[config.mk]
export PLATFORM = sky130hd
export DESIGN_NAME = tvti_front
export DESIGN_NICKNAME = d
export VERILOG_FILES = /design/src/tvti_pkg.sv /design/src/tvti_front.sv
export SDC_FILE = /design/constraint.sdc
export NUM_CORES = 1
export LEC_CHECK = 0
export CAP_MARGIN = 0
export CORE_AREA = 2 2 161 163
export DETAILED_ROUTE_END_ITERATION = 16
export DIE_AREA = 0 0 163 165
export DONT_BUFFER_PORTS = 1
export PLACE_DENSITY_LB_ADDON = 0.25
export SLEW_MARGIN = 30
export SYNTH_ARGS = -nofsm -noshare
export SYNTH_HDL_FRONTEND = slang
export SYNTH_SLANG_ARGS = --single-unit
export TNS_END_PERCENT = 50
[constraint.sdc]
create_clock -name clk -period 10.91 [get_ports clk]
set_input_delay 2.182 -clock clk [delete_from_list [all_inputs] [get_ports clk]]
set_output_delay 2.182 -clock clk [all_outputs]
set_load 0.01 [all_outputs]
[src/tvti_pkg.sv]
// ----------------------------------------------------------------------------
// tvti_pkg: shared types and constants
// Transaction structs, field widths and register indexes for the tensor
// volume interpolator.
// ----------------------------------------------------------------------------
package tvti_pkg;

	localparam int COMP_W        = 24;
	localparam int POS_W         = 16;
	localparam int DIM_W         = 6;
	localparam int NCOMP         = 6;
	localparam int IDX_MAX_W     = 7;
	localparam int FRAC_MAX_W    = 12;
	localparam int CFG_IDX_W     = 2;
	localparam int MAX_DIM_DEF   = 32;
	localparam int FRAC_BITS_DEF = 8;

	localparam logic [DIM_W-1:0] DIM_RST = 6'd32;

	localparam logic [CFG_IDX_W-1:0] CFG_DIM_X = 2'd0;
	localparam logic [CFG_IDX_W-1:0] CFG_DIM_Y = 2'd1;
	localparam logic [CFG_IDX_W-1:0] CFG_DIM_Z = 2'd2;

	localparam logic CMD_WRITE = 1'b0;
	localparam logic CMD_QUERY = 1'b1;

	typedef struct packed {
		logic                     command;
		logic signed [POS_W-1:0]  pos_x;
		logic signed [POS_W-1:0]  pos_y;
		logic signed [POS_W-1:0]  pos_z;
		logic signed [COMP_W-1:0] in_xx;
		logic signed [COMP_W-1:0] in_yy;
		logic signed [COMP_W-1:0] in_zz;
		logic signed [COMP_W-1:0] in_xy;
		logic signed [COMP_W-1:0] in_xz;
		logic signed [COMP_W-1:0] in_yz;
	} in_t;

	typedef struct packed {
		logic signed [COMP_W-1:0] out_xx;
		logic signed [COMP_W-1:0] out_yy;
		logic signed [COMP_W-1:0] out_zz;
		logic signed [COMP_W-1:0] out_xy;
		logic signed [COMP_W-1:0] out_xz;
		logic signed [COMP_W-1:0] out_yz;
		logic                     inside_res;
	} out_t;

	// classified command between front and back; axis 0 is x
	typedef struct packed {
		logic                                query;
		logic                                in_bounds;
		logic [2:0][IDX_MAX_W-1:0]           base;
		logic [2:0][FRAC_MAX_W-1:0]          frac;
		logic [NCOMP-1:0][COMP_W-1:0]        comp;
	} cmd_t;

endpackage

[src/tvti_front.sv]
// ----------------------------------------------------------------------------
// tvti_front: command intake and classification
// Holds the dimension registers, drops writes outside the volume, and turns
// query positions into clamped base indexes, fractions and an inside flag.
// ----------------------------------------------------------------------------
module tvti_front #(
	parameter int MAX_DIM   = tvti_pkg::MAX_DIM_DEF,
	parameter int FRAC_BITS = tvti_pkg::FRAC_BITS_DEF
) (
	input  logic                           clk,
	input  logic                           arst_n,
	input  logic                           cfg_we,
	input  logic [tvti_pkg::CFG_IDX_W-1:0] cfg_idx,
	input  logic [tvti_pkg::DIM_W-1:0]     cfg_data,
	input  logic                           push,
	input  tvti_pkg::in_t                  item,
	output logic                           full,
	input  logic                           q_full,
	input  logic                           busy,
	output logic                           q_push,
	output tvti_pkg::cmd_t                 cmd
);

	localparam int IDX_W = (MAX_DIM > 1) ? $clog2(MAX_DIM) : 1;
	localparam int ED_W  = IDX_W + 1;
	localparam int CMP_W = 24;

	logic [tvti_pkg::DIM_W-1:0]        dim_q [3];
	logic [ED_W-1:0]                   ed    [3];
	logic signed [CMP_W-1:0]           p     [3];
	logic signed [CMP_W-1:0]           ip    [3];
	logic signed [CMP_W-1:0]           d     [3];
	logic signed [CMP_W-1:0]           b     [3];
	logic [2:0]                        in_rng;
	logic [2:0]                        in_vol;
	logic signed [tvti_pkg::POS_W-1:0] pos   [3];

	always_ff @(posedge clk or negedge arst_n) begin
		if (!arst_n) begin
			dim_q[0] <= tvti_pkg::DIM_RST;
			dim_q[1] <= tvti_pkg::DIM_RST;
			dim_q[2] <= tvti_pkg::DIM_RST;
		end else if (cfg_we) begin
			case (cfg_idx)
				tvti_pkg::CFG_DIM_X: dim_q[0] <= cfg_data;
				tvti_pkg::CFG_DIM_Y: dim_q[1] <= cfg_data;
				tvti_pkg::CFG_DIM_Z: dim_q[2] <= cfg_data;
				default: ;
			endcase
		end
	end

	assign pos[0] = item.pos_x;
	assign pos[1] = item.pos_y;
	assign pos[2] = item.pos_z;

	always_comb begin
		for (int a = 0; a < 3; a++) begin
			// effective dimension: below 2 acts as 2, above MAX_DIM as MAX_DIM
			if (dim_q[a] < 6'd2) begin
				ed[a] = ED_W'(2);
			end else if (int'(dim_q[a]) > MAX_DIM) begin
				ed[a] = ED_W'(MAX_DIM);
			end else begin
				ed[a] = ED_W'(dim_q[a]);
			end
			d[a]  = signed'(CMP_W'(ed[a]));
			p[a]  = CMP_W'(pos[a]);
			ip[a] = p[a] >>> FRAC_BITS;
			b[a]  = (ip[a] < 0) ? '0 : ip[a];
			if (b[a] > d[a] - 3) begin
				b[a] = CMP_W'(d[a] - 2);
			end
			in_rng[a] = (p[a] >= 0) && (p[a] < d[a]);
			in_vol[a] = (p[a] >= 0) && (p[a] <= ((d[a] - 1) <<< FRAC_BITS));
		end
	end

	always_comb begin
		cmd.query     = item.command;
		cmd.in_bounds = &in_vol;
		for (int a = 0; a < 3; a++) begin
			// writes address with the plain index, queries with the clamped base
			if (item.command == tvti_pkg::CMD_QUERY) begin
				cmd.base[a] = tvti_pkg::IDX_MAX_W'(IDX_W'(b[a]));
			end else begin
				cmd.base[a] = tvti_pkg::IDX_MAX_W'(IDX_W'(p[a]));
			end
			cmd.frac[a] = tvti_pkg::FRAC_MAX_W'(pos[a][FRAC_BITS-1:0]);
		end
		cmd.comp[0] = item.in_xx;
		cmd.comp[1] = item.in_yy;
		cmd.comp[2] = item.in_zz;
		cmd.comp[3] = item.in_xy;
		cmd.comp[4] = item.in_xz;
		cmd.comp[5] = item.in_yz;
	end

	assign full   = q_full || busy;
	assign q_push = push && !full && ((item.command == tvti_pkg::CMD_QUERY) || (&in_rng));

endmodule

==> out/results.ini <==
[run_status]
status = complete, no violations

[finish]
nNetsFinal = 702
largest_reg_flops = 18
stdcell_count = 752
fillers = 2840
top_register = dim_q
top_regs = dim_q (18)
register_area_um2 = 454
finalCoreUtilization_pct = 16.1
multi_input_area_mm2 = 0.00297
drive_gt1_share_pct = 9.48
area_delta_synth_final_pct = -17.8
fin_area_mm2 = 0.00403
antenna_cells = 0

[drt]
wl_per_cell_um = 20.5
drt.antenna.violating_nets = 0
vias_per_cell = 4.57
drt_first_pass_iters = 5
drt_wl_total_um = 15400
drc = 0
num_vias = 3434
drtIter0Drc = 190

[setup_path]
cp-start-kind = primary input
cp.arrival_ns = 4.28
critical_path.slowest_cell = a31oi_1
cp_cell_sequence = nor2b_1 > ha_1 > a2111oi_4 > a21oi_1 > o31a_1 > a31oi_1
cpPeakStageDelay_ns = 0.75
end_kind = primary output
crit_path_max_fanout = 5
critPathRequiredTime_ns = 8.73
worstSetupPathType = primary input to primary output

[logic_synthesis]
ys_types = 58
ys_seq_area_share_pct = 9.27
synth_edf_count = 0
syn_area_mm2 = 0.00490
synth_cells = 600
syn_avg_cell_area_um2 = 8.17
async_flop_share_pct = 100
ys_ff_latch = 18
ys_warn_count = 0
ys.flop_type = dfrtp_1

[die]
die_w_um = 163
die_h_um = 165
die_area_mm2 = 0.0269
io_pins = 412
placeableCoreArea_mm2 = 0.0250
initial_core_util_pct = 19.6
rows = 58

[power]
sequentialPowerShare_pct = 19.2
powerDensity_mw_per_mm2 = 135
internal_power_mw = 0.290
switchingPower_mw = 0.251
swShare_pct = 46.4
p_leak_nw = 1.56
vdd_drop_max_mv = 0.0535
p_comb_share_pct = 66.1
clkPwrFrac_pct = 14.6

[clock_tree]
cts.path.max_buffers = 2
cts_sinks = 18
cts_buffers = 3
cts_max_level = 1
insertion_delay_ns = 0.24
cts_tree = done
root_buffer = clkbuf_16
post_cts_resized = 0
postCtsHoldBufs = 0
path_clk_slew_ns = 0.05
post_cts_buffers = 0

[global_route]
grt_overflow_total = 0
antenna_found_initial = 0
grt.total_usage_pct = 11.0
grt_pass1_vias = 3439
grt_max_degree = 28
grt_pass1_wl_um = 22000

[hold_path]
hold_path_class = flop to flop

[sta]
clock_skew_ns = 0
rsz0062_at_grt = false
min_period_ns = 6.46
hold_viol_final = 0
timing.final.ws_setup_ns = 4.45
slew_violations = 0
slew_headroom_pct = 36.2
fin_setup_tns_ns = 0
tightest_slew_ns = 0.947
max_freq_ghz = 0.155
period_share_pct = 59.2
setup_viol = 0

[placement]
portBuffers = 0
dp_cells = 748
placed_cell_area_mm2 = 0.00394
hpwlAfterDp_um = 13100
place_ws_ns = 4.40
place.gp.congestion = 0.802

[run]
drv_cap = 0

## power by group through the flow
| stage | clock network, mW | registers (mW) | logic, mW |
|---|---|---|---|
| after floorplan | 0 | 0.0942 | 0.356 |
| after global placement | 0 | 0.106 | 0.366 |
| after global routing | 0.0841 | 0.108 | 0.404 |
| after CTS | 0.0814 | 0.105 | 0.361 |
| final | 0.0792 | 0.104 | 0.358 |
| after detailed placement | 0 | 0.106 | 0.359 |
## layer usage
layer  wire length [um]  GRT usage (%)  vias up
met1               6060           12.4     1594
met5                  0              0        -
li1                   -              -     1577
met3               1590           4.29       66
met2               7070           18.1      197
met4                703           5.15        0
## final cells by class
| type | instances | share of cell area [%] |
|---|---|---|
| Multi-Input combinational cell | 374 | 73.7 |
| Inverter | 25 | 2.33 |
| Tap cell | 330 | 10.3 |
| Clock buffer | 4 | 2.21 |
| Sequential cell | 18 | 11.3 |
| Timing Repair Buffer | 1 | 0.187 |
## Yosys cell counts, types with 4 or more instances
cell        n  area share, %
a211oi_1    7            1.1
a21oi_1    16            1.6
a221o_1     8            1.6
a31oi_1     4           0.51
buf_4     187             29
clkbuf_1    6           0.46
dfrtp_1    15            7.7
ha_1       72             18
inv_1      23            1.8
mux2_2     17            3.9
mux2i_1     4           0.82
nand2_1    22            1.7
nand2b_1    4           0.51
nand3_1    10            1.0
nand3b_1    4           0.61
nand4_1     9            1.1
nor2_1     25            1.9
nor2b_1    37            4.7
nor3_1     12            1.2
nor4_1     12            1.5
o21a_1      8            1.2
o21ai_0    22            2.2
o22ai_1     4           0.51
o32ai_1     6            1.1
xnor2_1    12            2.1
xor2_1      4           0.71
## kinds of logic after synthesis
logic type	Yosys count	share of synthesized area, %
AO/OA/AOI/OAI	104	16.8
XOR/XNOR	16	2.86
adder cells (fa/ha/maj)	72	18.4
buffers and inverters	219	31.1
flip-flops	18	9.27
multiplexers	21	4.72
other	1	0.0765
AND/OR/NAND/NOR	149	16.8
## worst paths after layout
kind | startpoint | to | slack [ns] | cells past startpoint
hold / removal | dim_q[12] | dim_q[12] | 0.52 | 1
max in group asynchronous | arst_n | dim_q[5] | 9.11 | 0
hold reg to reg | dim_q[12] | dim_q[12] | 0.52 | 1
setup / recovery | item[171] | cmd[192] | 4.45 | 6
setup reg to reg | dim_q[17] | dim_q[17] | 9.71 | 2
min in group asynchronous | arst_n | dim_q[14] | 1.63 | 0
## cell usage in the layout (no fill, tap or decap), drive strengths merged, types with 3 or more instances in the layout
master	n
a31oi	4
xor2	4
o22ai	4
mux2	17
or3	3
nor2b	37
o32ai	6
nor4b	3
nor2	25
clkbuf	4
xnor2	12
o2111ai	3
a2111oi	4
nor3	13
conb	12
mux2i	4
a211oi	7
ha	72
dfstp	3
nand2b	4
nand3b	4
o21ai	24
o21a	8
o31a	3
a21oi	17
a221o	8
inv	24
nand2	22
a21boi	4
nor4	12
o21bai	3
nand4	9
dfrtp	15
nand3	10
## through the flow
step / power, mW / hold slack (ns)
after floorplan: 0.450 / 0.473
after global placement: 0.472 / 0.509
after detailed placement: 0.465 / 0.510
after CTS: 0.547 / 0.521
after global routing: 0.595 / 0.548
final: 0.541 / 0.519
## critical path: cells and delay by family
kind                       cells  cell delay [ns]
AOI/OAI and AO/OA              4             1.64
adders and majority gates      1             0.33
and+or+nand+nor                1             0.11
No activity file was read; power rests on OpenSTA's default activity.
