File: config.mk
export PLATFORM = sky130hd
export DESIGN_NAME = tvti_fifo
export DESIGN_NICKNAME = d
export VERILOG_FILES = /design/src/tvti_fifo.sv
export SDC_FILE = /design/constraint.sdc
export NUM_CORES = 1
export LEC_CHECK = 0
export BUFFER_PORTS_ARGS = -buffer_cell sky130_fd_sc_hd__buf_2
export CORE_AREA = 2 2 39 41
export CTS_BUF_LIST = sky130_fd_sc_hd__clkbuf_4 sky130_fd_sc_hd__clkbuf_8
export DETAILED_ROUTE_END_ITERATION = 7
export DIE_AREA = 0 0 41 43
export PLACE_DENSITY = 0.43
export SLEW_MARGIN = 40
export SYNTH_ARGS = -nofsm -noshare
export SYNTH_HDL_FRONTEND = slang
export SYNTH_SLANG_ARGS = --single-unit
File: constraint.sdc
create_clock -name clk -period 3.1 [get_ports clk]
set_input_delay 0.31 -clock clk [delete_from_list [all_inputs] [get_ports clk]]
set_output_delay 0.31 -clock clk [all_outputs]
set_load 0.02 [all_outputs]
File: src/tvti_fifo.sv
// ----------------------------------------------------------------------------
// tvti_fifo: small transaction queue
// Register-based FIFO with first-word fall-through.
// ----------------------------------------------------------------------------
module tvti_fifo #(
	parameter type T     = logic,
	parameter int  DEPTH = 2
) (
	input  logic clk,
	input  logic arst_n,
	input  logic wr,
	input  T     din,
	output logic full,
	input  logic rd,
	output T     dout,
	output logic empty
);

	localparam int PW = (DEPTH > 1) ? $clog2(DEPTH) : 1;
	localparam int CW = $clog2(DEPTH + 1);

	T                store_q [DEPTH];
	logic [PW-1:0]   wp_q;
	logic [PW-1:0]   rp_q;
	logic [CW-1:0]   cnt_q;
	logic            do_wr;
	logic            do_rd;

	assign full  = (cnt_q == CW'(DEPTH));
	assign empty = (cnt_q == '0);
	assign do_wr = wr && !full;
	assign do_rd = rd && !empty;
	assign dout  = store_q[rp_q];

	always_ff @(posedge clk) begin
		if (do_wr) begin
			store_q[wp_q] <= din;
		end
	end

	always_ff @(posedge clk or negedge arst_n) begin
		if (!arst_n) begin
			wp_q  <= '0;
			rp_q  <= '0;
			cnt_q <= '0;
		end else begin
			if (do_wr) begin
				wp_q <= (wp_q == PW'(DEPTH - 1)) ? '0 : wp_q + 1'b1;
			end
			if (do_rd) begin
				rp_q <= (rp_q == PW'(DEPTH - 1)) ? '0 : rp_q + 1'b1;
			end
			if (do_wr && !do_rd) begin
				cnt_q <= cnt_q + 1'b1;
			end else if (do_rd && !do_wr) begin
				cnt_q <= cnt_q - 1'b1;
			end
		end
	end

endmodule

==> key figures, run 1 <==
Run status
  – Status: completed

Worst setup path
  – Critical path class: reg -> reg
  – Crit path DAT: ~1600 ps
  – Element type at the critical path end: register
  – Critical path launch point type: register
  – Family with the most delay on the worst path: simple AND/OR/NAND/NOR gates
  – Most common cell type on the critical path: xor2_1
  – Critical-path cell list: nand2b_1 -> nand2_1 -> inv_1 -> ha_1 -> xor2_1 -> nor2_1 -> xor2_1
  – CP max stage cell: dfrtp_1
  – Required time of the critical path: between 3000 and 4000 ps
  – CP Max Fanout: 5
  – CP bufs+invs: 1
  – Max incr delay on CP: ~420 ps

STA
  – Slew @ Worst Pin: 215 ps
  – Final setup TNS: 0 ps
  – Hold Fails Final Rpt: 0
  – Final Cycle Share: 47.9%
  – Layout Skew: approximately 5.3 ps
  – RSZ-0062 raised after global routing: false
  – Final worst path period need: 1480 ps
  – Max Slew Vio Count: 0
  – Max_slew headroom: 85.6%
  – Final setup fails: 0
  – Max Clk Rate: 674 MHz
  – Final setup margin: about 1600 ps

GRT
  – First-pass GRT wire length: between 700 and 800 um
  – Met3 GRT Util: approximately 4.7%
  – GRT Resource Usage Total: 6.77%
  – Gr ovfl total: 0
  – GR Layer Usage met2: 7.19%
  – Pin count of the biggest net entering global routing: 6
  – Busiest grt layer: met1
  – Initial antenna violation count: 0
  – Vias in the first global route: 186
  – Met1 Resource Use GR: 8.55%

Logic synthesis
  – Post-Syn Nets: 28
  – Cell variety after synth: 12
  – Yosys warning count: 0
  – Cells after Synth: 22
  – Sequential-to-total area share from yosys stat: about 60%
  – Mapped Avg Cell Area: between 10 and 15 um2
  – Cell area after synthesis: around 270 um2
  – Register bit total from synthesis: 6

Floorplan
  – Initial Util: between 10% and 20%
  – IO Count: 8
  – Core Rows: 14
  – Die area: roughly 1800 um2
  – Die width: 41 um
  – Die height: between 40 and 50 um
  – Core area: approximately 1400 um2

Routing
  – Vias per inst: 3.76
  – Antenna-violating nets left: 0
  – Drt pass-1 iters: 2
  – DRT iter0 DRCs: 1
  – Routed len/inst: ~8.9 um
  – Final WL: approximately 430 um
  – Drt drc: 0
  – Via count: ~180

Pwr
  – Max VDD drop: 0.300 mV
  – Leakage: roughly 0.17 nW
  – Pwr dens: 1040 nW/um2

Clock tree
  – Clock Tree Buf Depth: 2
  – Clk slew on worst S/H paths: approximately 50 ps
  – TritonCTS clock tree: done
  – CTS buffer count: 3
  – Post_cts resized: 0
  – Clock Sinks: 6
  – Root Buffer Master: clkbuf_4
  – Clock network latency to the later pin of the worst-skew pair: approximately 240 ps
  – H-tree lvl count: 1

Place
  – Global placer's final weighted congestion: roughly 0.71
  – Placed Area: 323 um2
  – Setup WS pre-CTS: ~1600 ps
  – IO buf count: 7
  – Placed insts: 45

Layout
  – Fin area: around 360 um2
  – Ant. Diodes: 0
  – Layout Cells excl Fill: 49
  – Share of cells above drive strength 1: 33.3%
  – Final core occ: approximately 26%
  – Area grow syn2layout: 32.7%
  – Fillers: between 150 and 200
  – Final nets: 41

Flow run
  – Max_cap viols: 0

Min path
  – Worst min-delay path class: in -> reg
## per-stage QoR
| stage | hold WS [ps] | power (mW) |
|---|---|---|
| finish | 260 | 0.370 |
| global route | 260 | 0.400 |
| CTS | 256 | 0.379 |
| detailed placement | 122 | 0.303 |
| global placement | 120 | 0.292 |
| floorplan | 14.4 | 0.260 |
## repair_timing
item	4_1_cts	5_1_grt
hold endpoints to repair	4	0
setup buffers	0	0
hold buffers	1	0
## final timing paths
kind                                       from              endpoint  slack, ps  cells after the start
setup / recovery           cnt_q[0]$_DFFE_PN0P_  cnt_q[1]$_DFFE_PN0P_       1620                      7
hold / removal                              din  store_q[0]$_DFFE_PP_        260                      1
setup reg to reg           cnt_q[0]$_DFFE_PN0P_  cnt_q[1]$_DFFE_PN0P_       1620                      7
hold reg to reg                rp_q$_DFFE_PN0P_      rp_q$_DFFE_PN0P_        490                      1
max in group asynchronous                arst_n  cnt_q[1]$_DFFE_PN0P_       2570                      2
min in group asynchronous                arst_n      wp_q$_DFFE_PN0N_        400                      2
## cell families after synthesis
group           Yosys count  share of synthesized area (%)
flops                     6                           59.8
mux                       1                           4.21
buf+inv                   2                           2.80
fa+ha+maj                 1                           4.67
xor+xnor                  5                           16.4
simple gates              6                           10.3
compound gates            1                           1.87
## synth_stat cells
| master | number | area share (%) |
|---|---|---|
| xor2_1 | 2 | 6.5 |
| edfxtp_1 | 2 | 22 |
| ha_1 | 1 | 4.7 |
| and3_1 | 1 | 2.3 |
| o21ai_1 | 1 | 1.9 |
| nor2_1 | 3 | 4.2 |
| mux2_2 | 1 | 4.2 |
| nand2_1 | 1 | 1.4 |
| dfrtp_1 | 4 | 37 |
| inv_1 | 2 | 2.8 |
| nand2b_1 | 1 | 2.3 |
| xnor2_1 | 3 | 9.8 |
## power by group
group | internal [mW] | switching [mW]
Sequential | 0.119 | 0.0304
Clock | 0.0438 | 0.0275
Combinational | 0.0712 | 0.0780
## area by class of cell
cell class / count / area, um2 / area share, %
Clock buffer: 3 / 22.5 / 6.34
Inverter: 2 / 7.51 / 2.11
Multi-Input combinational cell: 14 / 100 / 28.2
Sequential cell: 6 / 160 / 45.1
Tap cell: 16 / 20.0 / 5.63
Timing Repair Buffer: 8 / 45.0 / 12.7
## cell usage in the layout (no fill, tap or decap)
master / synthesis / routed
dfrtp_1: 4 / 4
nor2_1: 3 / 3
xor2_1: 2 / 2
clkbuf_4: 0 / 3
and3_1: 1 / 1
nand2b_1: 1 / 1
buf_2: 0 / 7
dlygate4sd3_1: 0 / 1
o21ai_1: 1 / 1
nand2_1: 1 / 1
xnor2_1: 3 / 3
inv_1: 2 / 2
mux2_2: 1 / 1
ha_1: 1 / 1
edfxtp_1: 2 / 2
## worst reg2reg max path: stages (launching register included)
cell and delay [ps]:
dfrtp_1 420, nand2b_1 190, nand2_1 130, inv_1 60
ha_1 180, xor2_1 140, nor2_1 120, xor2_1 160
## registers in the layout, indices dropped and copies added (netlist names)
name     flops
cnt_q        2
rp_q         1
store_q      2
wp_q         1
## routing by layer
metal / vias up / part of all wire, %
met5: - / 0
li1: 92 / -
met4: 0 / 0
met3: 0 / 8.8
met2: 6 / 44
met1: 86 / 47
No activity file was read; power rests on OpenSTA's default activity.
==> inputs of run 2 (changes only) <==
- PLACE_DENSITY: 0.43 -> 0.44
- clock period: 3.1 -> 1.2 ns (I/O delays scaled with it)
==> key figures, run 2 (synthesis gave the netlist of run 1 again) <==
Run status
  – Status: finished, violations left (was completed)
  – Failing checks: setup timing

Worst setup path
  – Worst r2r path cells: 7 (unchanged)
  – Max incr delay on CP: 400 ps (was 420 ps)
  – Reg2reg setup slack: -130 ps (was 1620 ps)
  – Crit. Startpoint: cnt_q[0]$_DFFE_PN0P_ (unchanged)
  – Reg2reg end: cnt_q[1]$_DFFE_PN0P_ (unchanged)
  – CP Max Fanout: 3 (was 5)
  – Critical path launch point type: register (unchanged)
  – Element type at the critical path end: register (unchanged)
  – Critical path class: reg -> reg (unchanged)
  – Worst R2R Start: cnt_q[0]$_DFFE_PN0P_ (unchanged)
  – Critical-path cell list: nand2b_4 -> nand2_4 -> inv_4 -> ha_4 -> xor2_2 -> nor2_1 -> xor2_1 (was nand2b_1 -> nand2_1 -> inv_1 -> ha_1 -> xor2_1 -> nor2_1 -> xor2_1)
  – Required time of the critical path: 1370 ps (was 3260 ps)
  – Crit path DAT: 1500 ps (was 1640 ps)
  – CP Capture Point: cnt_q[1]$_DFFE_PN0P_ (unchanged)
  – CP max stage cell: dfrtp_1 (unchanged)

Layout
  – Storage element area: 160 um2 (unchanged)
  – Ant. Diodes: 0 (unchanged)
  – Area of the multi-input gates: 143 um2 (was 100 um2)
  – Area grow syn2layout: 74.8% (was 32.7%)
  – Fillers: 149 (was 156)
  – Fin area: 468 um2 (was 355 um2)
  – Commonest non-fill, non-tap cell in the layout: buf_4 (was buf_2)
  – Final nets: 47 (was 41)
  – Regs by FF count: cnt_q (2), store_q (2) (unchanged)
  – Most frequent cells in the layout: buf_4, clkbuf_4, dfrtp_1, buf_2 (was buf_2, dfrtp_1, nor2_1, xnor2_1, clkbuf_4)
  – Share of cells above drive strength 1: 62.5% (was 33.3%)

Floorplan
  – IO Count: 8 (unchanged)
  – Core Rows: 14 (unchanged)
  – Die height: 43 um (unchanged)
  – Initial Util: 19.3% (unchanged)
  – Die width: 41 um (unchanged)
  – Die area: 1760 um2 (unchanged)
  – Core area: 1380 um2 (unchanged)

Routing
  – Via count: 210 (was 184)
  – Routed len/inst: 9.54 um (was 8.86 um)
  – Antenna-violating nets left: 0 (unchanged)
  – Final WL: 534 um (was 434 um)
  – DRT iter0 DRCs: 1 (unchanged)
  – Drt pass-1 iters: 3 (was 2)
  – Drt drc: 0 (unchanged)
  – Vias per inst: 3.75 (was 3.76)

Flow run
  – Max_cap viols: 0 (unchanged)

STA
  – Max Clk Rate: 752 MHz (was 674 MHz)
  – Final Cycle Share: 111% (was 47.9%)
  – RSZ-0062 raised after global routing: true (was false)
  – Final setup fails: 3 (was 0)
  – Final worst path period need: 1330 ps (was 1480 ps)
  – Max Slew Vio Count: 0 (unchanged)
  – Max_slew headroom: 87.1% (was 85.6%)
  – Hold Fails Final Rpt: 0 (unchanged)
  – Slew @ Worst Pin: 193 ps (was 215 ps)
  – Final setup margin: -129 ps (was 1620 ps)
  – Layout Skew: 0.950 ps (was 5.33 ps)

GRT
  – Initial antenna violation count: 0 (unchanged)
  – GRT Resource Usage Total: 8.41% (was 6.77%)
  – First-pass GRT wire length: 910 um (was 724 um)
  – Vias in the first global route: 249 (was 186)
  – Pin count of the biggest net entering global routing: 5 (was 6)
  – Gr ovfl total: 0 (unchanged)

Clock tree
  – H-tree lvl count: 1 (unchanged)
  – Clock Sinks: 6 (unchanged)
  – Root Buffer Master: clkbuf_4 (unchanged)
  – Clock Tree Buf Depth: 2 (unchanged)
  – TritonCTS clock tree: done (unchanged)
  – Clock network latency to the later pin of the worst-skew pair: 250 ps (was 240 ps)
  – Clk slew on worst S/H paths: 50 ps (about the same)
  – CTS buffer count: 3 (unchanged)

Pwr
  – Leakage: 0.222 nW (was 0.173 nW)
  – Power Total: 1.32 mW (was 370 uW)
  – Max VDD drop: 0.723 mV (was 0.300 mV)
  – Pwr dens: 2830 nW/um2 (was 1040 nW/um2)

Place
  – Placed Area: 378 um2 (was 323 um2)
  – IO buf count: 7 (unchanged)
  – Global placer's final weighted congestion: 0.650 (was 0.711)

Min path
  – Worst min-delay path class: in -> reg (unchanged)
-- run 2: cell count changes in the layout (fill, tap and decap cells not counted), sizes merged --
cell	previous run	this run
clkbuf	3	4
buf	7	13
-- run 2: final cells by class --
| type | instances | area share (%) |
|---|---|---|
| well taps | 16 | 4.28 |
| flip-flops and latches | 6 | 34.2 |
| repair buffers | 14 | 22.5 |
| inverters | 2 | 2.14 |
| multi-input cells | 14 | 30.5 |
| clock buffers | 4 | 6.42 |
-- run 2: through the flow --
| stage | setup slack, ps | TNS [ps] | hold slack (ps) | util, % | std cells |
|---|---|---|---|---|---|
| after floorplan | -85.0 | -85.0 | -176 | - | 22 |
| after global placement | -77.4 | -77.4 | -69.1 | 27.3 | 50 |
| after detailed placement | -161 | -161 | -68.8 | 27.3 | 50 |
| after CTS | -153 | -213 | 45.9 | 32.8 | 56 |
| after global routing | -230 | -357 | 57.9 | 33.8 | 56 |
| final | -129 | -151 | 55.7 | 33.8 | 56 |
-- run 2: metal layers --
layer | global-route usage, % | wire length, um
met5 | 0 | 0
met4 | 10.0 | 25
met1 | 7.28 | 188
met2 | 13.1 | 301
met3 | 2.09 | 19
-- run 2: where the power goes --
part           internal (mW)  leakage [nW]  switching (mW)
clock network          0.149        0.0184          0.0847
registers              0.308        0.0652          0.0742
logic                  0.405         0.138           0.303
-- run 2: critical path, delay by kind of cell (launching register included) --
family | cells | cell delay (ps)
and+or+nand+nor | 3 | 350
adders and majority gates | 1 | 150
buffers and inverters | 1 | 40
DFF | 1 | 400
xor gates and xnor gates | 2 | 310
-- run 2: what timing repair did --
action / CTS / global route
pin swaps: 2 / 0
endpoints found under the hold margin: 4 / 0
gates resized for setup: 8 / 3
hold buffers: 1 / 0
setup endpoints to repair: 5 / 4
setup buffers: 1 / 0
-- run 2: worst min path at each step --
stage,startpoint,end,cells past startpoint
2_1_floorplan,arst_n,cnt_q[0]$_DFFE_PN0P_,0
3_3_place_gp,arst_n,cnt_q[1]$_DFFE_PN0P_,1
3_5_place_dp,arst_n,cnt_q[0]$_DFFE_PN0P_,1
4_1_cts,din,store_q[0]$_DFFE_PP_,1
5_1_grt,din,store_q[0]$_DFFE_PP_,1
6_report,din,store_q[0]$_DFFE_PP_,1
==> inputs of run 3 (changes only) <==
- CTS_BUF_LIST: sky130_fd_sc_hd__clkbuf_4 sky130_fd_sc_hd__clkbuf_8 -> sky130_fd_sc_hd__clkbuf_4
- REMOVE_ABC_BUFFERS: not set -> 1
==> key figures, run 3 (synthesis gave the netlist of run 1 again) <==
Clock tree
  – H-tree lvl count: 1 (unchanged)
  – Clock Tree Buf Depth: 2 (unchanged)
  – CTS buffer count: 3 (unchanged)
  – Clock network latency to the later pin of the worst-skew pair: 250 ps (about the same)
  – Clk slew on worst S/H paths: 50 ps (about the same)
  – TritonCTS clock tree: done (unchanged)
  – Root Buffer Master: clkbuf_4 (unchanged)
  – Clock Sinks: 6 (unchanged)

Layout
  – Final core occ: 35.2% (was 33.8%)
  – Final nets: 50 (was 47)
  – Ant. Diodes: 0 (unchanged)
  – Layout Cells excl Fill: 59 (was 56)
  – Area grow syn2layout: 81.8% (was 74.8%)
  – Commonest non-fill, non-tap cell in the layout: buf_4 (unchanged)
  – Regs by FF count: cnt_q (2), store_q (2) (unchanged)
  – Most frequent cells in the layout: buf_4, clkbuf_4, dfrtp_1, buf_2 (unchanged)
  – Share of cells above drive strength 1: 65.1% (was 62.5%)
  – Fin area: 487 um2 (was 468 um2)

Worst setup path
  – Most common cell type on the critical path: xor2_1
  – Element type at the critical path end: register (unchanged)
  – CP bufs+invs: 1 (unchanged)
  – Crit path DAT: 1480 ps (was 1500 ps)
  – Max incr delay on CP: 400 ps (about the same)
  – Critical path launch point type: register (unchanged)
  – CP max stage cell: dfrtp_1 (unchanged)
  – Family with the most delay on the worst path: flip-flops (unchanged)
  – Required time of the critical path: 1370 ps (about the same)
  – Critical path class: reg -> reg (unchanged)
  – Critical-path cell list: nand2b_4 -> nand2_4 -> inv_2 -> ha_4 -> xor2_1 -> nor2_1 -> xor2_1 (was nand2b_4 -> nand2_4 -> inv_4 -> ha_4 -> xor2_2 -> nor2_1 -> xor2_1)
  – CP Max Fanout: 3 (unchanged)

GRT
  – Pin count of the biggest net entering global routing: 5 (unchanged)
  – Initial antenna violation count: 0 (unchanged)
  – First-pass GRT wire length: 938 um (was 910 um)
  – GRT Resource Usage Total: 8.87% (was 8.41%)
  – Gr ovfl total: 0 (unchanged)
  – Vias in the first global route: 243 (was 249)

Flow run
  – Max_cap viols: 0 (unchanged)

STA
  – Final Cycle Share: 109% (was 111%)
  – Layout Skew: 3.06 ps (was 0.950 ps)
  – Final setup fails: 4 (was 3)
  – Slew @ Worst Pin: 191 ps (was 193 ps)
  – Hold Fails Final Rpt: 0 (unchanged)
  – Max Clk Rate: 766 MHz (was 752 MHz)
  – Max Slew Vio Count: 0 (unchanged)
  – Max_slew headroom: 87.3% (was 87.1%)
  – RSZ-0062 raised after global routing: true (unchanged)
  – Final worst path period need: 1310 ps (was 1330 ps)
  – Final setup margin: -105 ps (was -129 ps)

Pwr
  – Pwr dens: 2830 nW/um2 (about the same)
  – Leakage: 0.236 nW (was 0.222 nW)
  – Max VDD drop: 1.36 mV (was 0.723 mV)

Place
  – IO buf count: 7 (unchanged)
  – Dpl hpwl: 400 um
  – Global placer's final weighted congestion: 0.599 (was 0.650)
  – Placed Area: 360 um2 (was 378 um2)
  – Placed insts: 50 (unchanged)

Routing
  – Routed len/inst: 10.2 um (was 9.54 um)
  – DRT iter0 DRCs: 2 (was 1)
  – Vias per inst: 3.97 (was 3.75)
  – Via count: 234 (was 210)
  – Final WL: 602 um (was 534 um)
  – Drt pass-1 iters: 3 (unchanged)
  – Antenna-violating nets left: 0 (unchanged)
  – Drt drc: 0 (unchanged)

Floorplan
  – Core Rows: 14 (unchanged)
  – Die width: 41 um (unchanged)
  – Core area: 1380 um2 (unchanged)
  – Initial Util: 19.3% (unchanged)
  – Die area: 1760 um2 (unchanged)
  – Die height: 43 um (unchanged)
  – IO Count: 8 (unchanged)

Run status
  – Failing checks: setup timing (unchanged)
  – Status: finished, violations left (unchanged)

Min path
  – Worst min-delay path class: in -> reg (unchanged)
run 3: cell type report:
type	count	area, um2
clock buffers	4	30.0
repair buffers	17	131
multi-input cells	14	138
fillers	143	897
flip-flops and latches	6	160
inverters	2	7.51
well taps	16	20.0
run 3: through the flow:
stage / TNS [ps] / setup slack [ps] / power [mW] / hold slack [ps]
global placement: -91.2 / -91.2 / 0.854 / -70.8
CTS: -168 / -119 / 1.30 / 59.5
floorplan: -225 / -161 / 0.672 / -176
detailed placement: -147 / -141 / 0.877 / -71.3
global route: -454 / -178 / 1.49 / 46.5
finish: -207 / -105 / 1.38 / 63.0
run 3: path summary, 6_finish.rpt:
path / from / end / slack (ps) / cells past startpoint
max: cnt_q[0]$_DFFE_PN0P_ / cnt_q[1]$_DFFE_PN0P_ / -110 / 7
min: din / store_q[1]$_DFFE_PP_ / 60 / 1
max reg2reg: cnt_q[0]$_DFFE_PN0P_ / cnt_q[1]$_DFFE_PN0P_ / -110 / 7
min reg2reg: wp_q$_DFFE_PN0N_ / wp_q$_DFFE_PN0N_ / 490 / 1
max in group asynchronous: arst_n / cnt_q[0]$_DFFE_PN0P_ / 860 / 2
min in group asynchronous: arst_n / rp_q$_DFFE_PN0P_ / 210 / 2
run 3: power breakdown:
| group | internal [mW] | switching, mW | total [mW] | leakage (nW) |
|---|---|---|---|---|
| clock network | 0.149 | 0.0805 | 0.229 | 0.0184 |
| logic | 0.457 | 0.306 | 0.763 | 0.152 |
| registers | 0.307 | 0.0779 | 0.385 | 0.0652 |
run 3: routing by layer:
metal / track usage [%] / vias to the layer above / routed length, um
li1: - / 113 / -
met1: 7.82 / 111 / 231
met2: 13.1 / 10 / 304
met3: 9.95 / 0 / 66
met4: 2.00 / 0 / 0
met5: 0 / - / 0
run 3: what timing repair did:
action / in CTS / in global routing
hold buffers: 1 / 0
pin swaps: 4 / 2
endpoints found under the setup margin: 4 / 5
gates cloned: 0 / 0
setup buffers: 3 / 1
resized for setup: 11 / 5
endpoints found under the hold margin: 4 / 0
